===== src/hdl/assert_macros.svh =====
// ----------------------------------------------------------------------------
// Assertion macros shared by the buffer manager modules.
// Each check is sampled on the rising clock edge and is off during reset.
// ----------------------------------------------------------------------------
`ifndef ASSERT_MACROS_SVH
`define ASSERT_MACROS_SVH
`ifndef SYNTHESIS
// property must hold at every enabled clock edge
`define AST_CHECK(lbl, clk, rst_n, prop) \
    lbl: assert property (@(posedge clk) disable iff (!rst_n) prop) \
        else $error("assertion failed");
// expression must never be true at an enabled clock edge
`define AST_NEVER(lbl, clk, rst_n, expr) \
    lbl: assert property (@(posedge clk) disable iff (!rst_n) !(expr)) \
        else $error("forbidden condition seen");
`else
`define AST_CHECK(lbl, clk, rst_n, prop)
`define AST_NEVER(lbl, clk, rst_n, expr)
`endif
`endif


===== src/hdl/smr_pkg.sv =====
// ----------------------------------------------------------------------------
// smr_pkg
// Types, constants and helpers of the persistent buffer manager.
// ----------------------------------------------------------------------------
package smr_pkg;

    // buffer ring geometry
    localparam int SLOTS  = 32;
    localparam int SLOT_W = $clog2(SLOTS);

    // datapath widths
    localparam int ADDR_W  = 32;
    localparam int SIZE_W  = 23;   // base + 127 * step
    localparam int ZONE_W  = 8;    // zone counter, holds 127 + 1
    localparam int BPZ_W   = 20;
    localparam int STEP_W  = 16;
    localparam int ZCFG_W  = 7;
    localparam int BZ_W    = BPZ_W + ZONE_W;
    localparam int BAND_W  = ADDR_W + 1;
    localparam int ZB_W    = SIZE_W + BPZ_W;
    localparam int SUM_W   = ZB_W + 1;
    localparam int CFG_W   = 20;
    localparam int SAT_W   = 17;
    localparam int BNUM_W  = 26;
    localparam int CNT_W   = 5;
    localparam int DIV_CNT_W = $clog2(ADDR_W);

    // reset values of the geometry registers (4 KiB blocks)
    localparam logic [STEP_W-1:0] RST_BASE  = 16'd4608;
    localparam logic [STEP_W-1:0] RST_STEP  = 16'd256;
    localparam logic [BPZ_W-1:0]  RST_BPZ   = 20'd10220;
    localparam logic [ZCFG_W-1:0] RST_ZONES = 7'd19;

    localparam logic [SAT_W-1:0] SAT_MAX = '1;

    // result kinds
    typedef enum logic [2:0] {
        K_RD_BUF  = 3'd0,
        K_RD_DISK = 3'd1,
        K_WR_BUF  = 3'd2,
        K_BAND_RD = 3'd3,
        K_MERGE   = 3'd4,
        K_BAND_WR = 3'd5
    } t_kind;

    // configuration register indexes
    typedef enum logic [1:0] {
        CFG_BASE  = 2'd0,
        CFG_STEP  = 2'd1,
        CFG_BPZ   = 2'd2,
        CFG_ZONES = 2'd3
    } t_cfg_idx;

    // controller states
    typedef enum logic [2:0] {
        S_IDLE,
        S_MATCH,
        S_HIT,
        S_LOC_HEAD,
        S_SCAN,
        S_LOC_POS,
        S_SKIP,
        S_APPEND
    } t_ctl_state;

    // zone walk / divider states
    typedef enum logic [2:0] {
        L_IDLE,
        L_CHK,
        L_CMP,
        L_DIV,
        L_DONE
    } t_loc_state;

    // input word
    typedef struct packed {
        logic              op;
        logic [ADDR_W-1:0] block_addr;
        logic              end_of_request;
    } t_smr_in;

    // result word
    typedef struct packed {
        logic [2:0]        kind;
        logic [SLOT_W-1:0] slot;
        logic [ADDR_W-1:0] disk_block;
        logic [SAT_W-1:0]  band_blocks;
        logic [SAT_W-1:0]  offset_in_band;
        logic [BNUM_W-1:0] band_number;
        logic [CNT_W-1:0]  merged_count;
        logic              request_done;
        logic              last;
    } t_smr_out;

    // controller to datapath
    typedef struct packed {
        logic  load_in;
        logic  match;
        logic  loc_start;
        logic  loc_sel_pos;
        logic  cap_flush;
        logic  pos_inc;
        logic  pos_to_head;
        logic  head_inc;
        logic  set_moved;
        logic  clr_moved;
        logic  clr_valid;
        logic  append;
        logic  merged_inc;
        logic  emit;
        t_kind kind;
        logic  last;
    } t_smr_cmd;

    // datapath to controller
    typedef struct packed {
        logic op;
        logic hit;
        logic full;
        logic pos_eq_tail;
        logic pos_valid;
        logic loc_done;
        logic band_match;
        logic head_skip;
        logic moved;
    } t_smr_sts;

    // ring pointer increment
    function automatic logic [SLOT_W-1:0] next_ptr(input logic [SLOT_W-1:0] p);
        logic [SLOT_W-1:0] r;
        if (p == SLOT_W'(SLOTS - 1)) begin
            r = '0;
        end else begin
            r = p + 1'b1;
        end
        return r;
    endfunction

    // saturate a band size or offset to the result field
    function automatic logic [SAT_W-1:0] sat17(input logic [SIZE_W-1:0] v);
        logic [SAT_W-1:0] r;
        if (v > SIZE_W'(SAT_MAX)) begin
            r = SAT_MAX;
        end else begin
            r = v[SAT_W-1:0];
        end
        return r;
    endfunction

endpackage


===== src/hdl/smr_ctrl.sv =====
// ----------------------------------------------------------------------------
// smr_ctrl
// Sequencer: lookup, hit/miss decision, band flush walk and append.
// ----------------------------------------------------------------------------
`include "assert_macros.svh"

module smr_ctrl import smr_pkg::*; (
    input  logic     i_clk,
    input  logic     i_rst_n,
    input  logic     i_start,
    input  t_smr_sts i_sts,
    output t_smr_cmd o_cmd,
    output logic     o_busy
);

    t_ctl_state r_state, n_state;

    // state register
    always_ff @(posedge i_clk) begin
        if (!i_rst_n) begin
            r_state <= S_IDLE;
        end else begin
            r_state <= n_state;
        end
    end

    assign o_busy = (r_state != S_IDLE);

    // next state and commands
    always_comb begin
        n_state = r_state;
        o_cmd   = '0;
        case (r_state)
            S_IDLE: begin
                if (i_start) begin
                    o_cmd.load_in = 1'b1;
                    n_state       = S_MATCH;
                end
            end
            S_MATCH: begin
                o_cmd.match = 1'b1;
                n_state     = S_HIT;
            end
            S_HIT: begin
                if (!i_sts.op) begin
                    o_cmd.emit = 1'b1;
                    o_cmd.last = 1'b1;
                    o_cmd.kind = i_sts.hit ? K_RD_BUF : K_RD_DISK;
                    n_state    = S_IDLE;
                end else if (i_sts.hit) begin
                    o_cmd.emit = 1'b1;
                    o_cmd.last = 1'b1;
                    o_cmd.kind = K_WR_BUF;
                    n_state    = S_IDLE;
                end else if (i_sts.full) begin
                    // ring full: flush the head's band first
                    o_cmd.loc_start = 1'b1;
                    n_state         = S_LOC_HEAD;
                end else begin
                    n_state = S_APPEND;
                end
            end
            S_LOC_HEAD: begin
                if (i_sts.loc_done) begin
                    o_cmd.cap_flush = 1'b1;
                    o_cmd.emit      = 1'b1;
                    o_cmd.kind      = K_BAND_RD;
                    n_state         = S_SCAN;
                end
            end
            S_SCAN: begin
                if (i_sts.pos_eq_tail) begin
                    o_cmd.emit = 1'b1;
                    o_cmd.kind = K_BAND_WR;
                    n_state    = S_APPEND;
                end else if (!i_sts.pos_valid) begin
                    o_cmd.pos_inc = 1'b1;
                end else begin
                    o_cmd.loc_start   = 1'b1;
                    o_cmd.loc_sel_pos = 1'b1;
                    n_state           = S_LOC_POS;
                end
            end
            S_LOC_POS: begin
                if (i_sts.loc_done) begin
                    if (i_sts.band_match) begin
                        o_cmd.emit       = 1'b1;
                        o_cmd.kind       = K_MERGE;
                        o_cmd.merged_inc = 1'b1;
                        o_cmd.clr_valid  = 1'b1;
                        o_cmd.clr_moved  = 1'b1;
                        n_state          = S_SKIP;
                    end else begin
                        o_cmd.pos_inc = 1'b1;
                        n_state       = S_SCAN;
                    end
                end
            end
            S_SKIP: begin
                // advance head past invalid slots, one per cycle
                if (i_sts.head_skip) begin
                    o_cmd.head_inc  = 1'b1;
                    o_cmd.set_moved = 1'b1;
                end else begin
                    if (i_sts.moved) begin
                        o_cmd.pos_to_head = 1'b1;
                    end else begin
                        o_cmd.pos_inc = 1'b1;
                    end
                    n_state = S_SCAN;
                end
            end
            S_APPEND: begin
                o_cmd.append = 1'b1;
                o_cmd.emit   = 1'b1;
                o_cmd.last   = 1'b1;
                o_cmd.kind   = K_WR_BUF;
                n_state      = S_IDLE;
            end
            default: n_state = S_IDLE;
        endcase
    end

    `AST_CHECK(a_last_idle, i_clk, i_rst_n, (o_cmd.emit && o_cmd.last) |=> r_state == S_IDLE)
    `AST_NEVER(a_emit_idle, i_clk, i_rst_n, !o_busy && o_cmd.emit)

endmodule


===== config.mk =====
export PLATFORM = sky130hd
export DESIGN_NAME = smr_ctrl
export DESIGN_NICKNAME = d
export VERILOG_FILES = /design/src/hdl/smr_pkg.sv /design/src/hdl/smr_ctrl.sv
export VERILOG_INCLUDE_DIRS = /design/src /design/src/hdl
export SDC_FILE = /design/constraint.sdc
export NUM_CORES = 1
export LEC_CHECK = 0
export BUFFER_PORTS_ARGS = -buffer_cell sky130_fd_sc_hd__buf_2
export CAP_MARGIN = 15
export CORE_MARGIN = 2
export CORE_UTILIZATION = 37
export CTS_CLUSTER_SIZE = 40
export DETAILED_ROUTE_END_ITERATION = 10
export MAX_ROUTING_LAYER = met4
export PLACE_DENSITY_LB_ADDON = 0.12
export SLEW_MARGIN = 0
export SYNTH_ARGS = -nofsm -noshare
export SYNTH_HDL_FRONTEND = slang
export SYNTH_SLANG_ARGS = --single-unit

===== constraint.sdc =====
create_clock -name i_clk -period 1.2 [get_ports i_clk]
set_input_delay 0.18 -clock i_clk [delete_from_list [all_inputs] [get_ports i_clk]]
set_output_delay 0.18 -clock i_clk [all_outputs]
set_load 0.005 [all_outputs]

Word level (Yosys, flattened, before mapping) --
Cells that the tools add are included.
Storage, ports and cells: register bits 3
Operators by class: multiplexer cells 47, reductions and logical operators 3, equal/unequal tests 12
Operators with widths (number):
- $mux 3 | 10
- $pmux 3 s8 | 1
- $mux 5 | 4
- $pmux 4 s5 | 1
- $mux 1 | 18
- $mux 2 | 8
- $eq 3x3->1 const B | 4
- $mux 4 | 2
- $ne 2x2->1 const B | 4
- $eq 3x2->1 const B | 2
- $reduce_and 5->1 | 1
- $pmux 1 s2 | 2
- $eq 3x1->1 const B | 1
- $logic_not 3->1 | 1
- $ne 3x3->1 const B | 1
- $pmux 1 s3 | 1
- $reduce_bool 3->1 | 1

Depth between registers and ports, before layout --
depth after elaboration 4, depth in mapped cells 5

Worst setup path before layout --
No wires, ideal clock.
path type reg-to-output, from register r_state[2], to output port o_cmd[4] (netlist name), setup slack -0.161 ns, path buffers 1, stages on the path, launching flop included 6, arrival time 1.181 ns, cells stage by stage dfxtp_1 -> buf_6 -> nor2b_2 -> nor2b_4 -> a21oi_2 -> or3b_1
RTL lines:
- start: declaration | RTL line smr_ctrl.sv:16 | t_ctl_state r_state, n_state;
- start signal: assignment | RTL line smr_ctrl.sv:23 | r_state <= n_state;
- end: declaration | RTL line smr_ctrl.sv:12 | output t_smr_cmd o_cmd,

==> results.py <==
metrics = {
    "worst_setup_path": {
        "crit_required_ns": 1.02,
        "worstPathMaxFanout": 6,
        "endpoint_kind": "output pin",
        "critPathMaxStageDelay_ns": 0.35,
        "arrival_ns": 1.48,
        "critPathKind": "register to output pin",
        "cpMostUsedCell": "nor2b_4",
        "cp_slowest_cell": "dfxtp_2",
        "r2r_setup_slack_ns": -0.21,
        "startpoint_type": "register",
        "crit_path_cell_trace": "nor2b_4 > nor2b_4 > a21oi_2 > or3b_1 > buf_2",
    },
    "place": {
        "numPortBuffers": 30,
        "gp_congestion": 0.7341,
        "place_ws_ns": -0.2615,
        "dp.cells": 126,
        "hpwl_um": 1143,
    },
    "power_and_ir_drop": {
        "p_int_mw": 0.9815,
        "leakage_nw": 0.4993,
        "p_clk_share_pct": 11.3,
        "p_switching_mw": 0.6550,
        "switching_share_pct": 40.02,
        "combPwrFrac_pct": 75.1,
        "p_seq_share_pct": 13.6,
        "vdd_drop_max_mv": 1.430,
        "power.density_mw_per_mm2": 1670,
    },
    "floorplanning": {
        "initial_core_util_pct": 39.71,
        "fp-row-count": 13,
        "core_area_mm2": 0.001301,
        "ios": 31,
        "die_w_um": 41.37,
        "die_h_um": 41.37,
        "die-area_mm2": 0.001711,
    },
    "grt": {
        "grt_usage_pct": 23.38,
        "antenna_found_initial": 0,
        "grt_pass1_wl_um": 2511,
        "grt_pass1_vias": 598,
        "globalRouteOverflowTotal": 0,
        "grt_max_degree": 13,
    },
    "drt": {
        "vias_per_cell": 5.000,
        "drtPass1Iterations": 4,
        "route.detailed.drc": 0,
        "dr_total_vias": 690,
        "ant_nets": 0,
        "routed_wl_um": 1754,
        "avgRoutedWirePerCell_um": 12.71,
        "drt_iter0_markers": 21,
    },
    "synthesis": {
        "avgSynthCellArea_um2": 7.278,
        "yosysSeqAreaShare_pct": 11.62,
        "ys_ff_latch": 3,
        "ys_top_cells_by_count": "nand2_1 (11), and3_1 (4), inv_1 (4), o21ai_0 (4)",
        "yosysMostFrequentCell": "nand2_1",
        "synth_edf_count": 0,
        "synth_top_area_share_pct": 11.62,
        "synthCells": 71,
        "synthTopCellsByArea": "dfxtp_1 (12%), nand2_1 (8.0%), a2111oi_4 (5.3%)",
        "synthFlopType": "dfxtp_1",
        "synth_nets": 83,
        "syn_area_um2": 516.7,
        "ys_async_sr_fraction_pct": 0,
        "ys_warn_count": 0,
        "synth_top_area_cell": "dfxtp_1",
        "ys_types": 39,
    },
    "cells_and_area": {
        "drive_gt1_share_pct": 65.85,
        "final_util_pct": 75.29,
        "fin_nets": 136,
        "reg_top3": "r_state (3)",
        "largest_reg_flops": 3,
        "regMostFlops": "r_state",
        "diodes": 0,
        "nFillCells": 110,
        "area_growth_pct": 89.59,
        "instances_no_fill": 138,
    },
    "sta": {
        "grt_setup_unrepaired": "true",
        "finalWorstSetupSlack_ns": -0.4587,
        "fmax_mhz": 602.9,
        "setup_viol": 21,
        "maxSlewHeadroom_pct": 78.42,
        "fin_worst_skew_ns": 0.008468,
        "min_period_ns": 1.659,
        "period_share_pct": 138.2,
        "hold_viol": 0,
        "drv_slew": 0,
        "worst_pin_slew_ns": 0.3237,
    },
    "clock_network": {
        "cts_sinks": 3,
        "clock_latency_ns": 0.24,
        "clkTransAtPathRegs_ns": 0.04,
        "cts_made_buffers": 3,
        "clock_path_buffers": 2,
        "cts_root_buf": "clkbuf_4",
        "cts_tree": "done",
        "h-tree-depth": 1,
    },
    "worst_hold_path": {
        "min-delay-path-class": "input pin to register",
    },
    "run_status": {
        "outcome": "finished, violations left",
        "violations": "negative setup slack",
    },
    "job": {
        "max_cap_violations": 0,
    },
}
layer usage:
layer | vias to the layer above | track usage, % | wire length [um]
met3 | 4 | 2.128 | 62
li1 | 358 | - | -
met2 | 18 | 38.67 | 904
met1 | 310 | 28.75 | 745
met5 | - | - | 0
met4 | 0 | 10.48 | 42
worst paths after layout:
check	start	to	depth (start not counted)
setup / recovery	r_state[2]	o_cmd[4]	5
setup reg to reg	r_state[0]	r_state[0]	6
hold / removal	i_rst_n	r_state[1]	3
hold reg to reg	r_state[1]	r_state[1]	3
cells by family (layout without fill, tap and decap cells):
logic type      after synthesis  count (layout)  share of synthesized area [%]
flops                         3               3                          11.62
mux                           1               1                          1.937
xor+xnor                      1               1                          1.695
compound gates               18              18                          30.51
simple gates                 35              35                          40.44
buf+inv                      13              65                          13.80
critical path: cells and delay by family (launching register included):
| kind | cells | cell delay [ns] |
|---|---|---|
| buf+inv | 1 | 0.13 |
| compound gates | 1 | 0.13 |
| flops | 1 | 0.35 |
| simple gates | 3 | 0.63 |
final cells by class:
| type | count | area, um^2 | area share (%) |
|---|---|---|---|
| Multi-Input combinational cell | 55 | 442.9 | 45.21 |
| Timing Repair Buffer | 56 | 404.1 | 41.25 |
| Sequential cell | 3 | 68.82 | 7.024 |
| Clock buffer | 4 | 26.28 | 2.682 |
| Inverter | 5 | 18.77 | 1.916 |
| Tap cell | 15 | 18.77 | 1.916 |
placed cells by master (no fill, tap or decap), types with 3 or more instances in the layout:
cell type   n
buf_4      17
and3_1      3
inv_1       3
buf_6      13
nor2b_4     3
o21ai_0     3
buf_2      26
clkbuf_4    3
nand2_1    10
metrics by stage:
stage          TNS [ns]  power, mW  cell area [um^2]  hold WS [ns]
6_report         -5.878      1.636             979.7        0.2258
5_1_grt          -7.037      1.765             979.7        0.2617
4_1_cts          -5.894      1.551             940.9        0.2153
3_5_place_dp     -1.652      1.101             779.5        0.4867
3_3_place_gp     -1.435      1.092             779.5        0.4817
2_1_floorplan   -0.3019     0.7330             531.8        0.3264
power by group through the flow:
stage	Sequential [mW]	Combinational, mW	Clock (mW)
after global routing	0.228	1.34	0.196
after floorplan	0.184	0.549	0
after CTS	0.220	1.14	0.191
after global placement	0.204	0.888	0
final	0.222	1.23	0.185
after detailed placement	0.203	0.898	0
what timing repair did:
| item | CTS | global route |
|---|---|---|
| hold buffers | 0 | 0 |
| gates resized for setup | 22 | 9 |
| endpoints found under the setup margin | 21 | 22 |
| pin swaps | 6 | 5 |
| setup buffers | 8 | 3 |
| cloned | 0 | 0 |
Note: power is estimated with default switching activity, not from simulation.
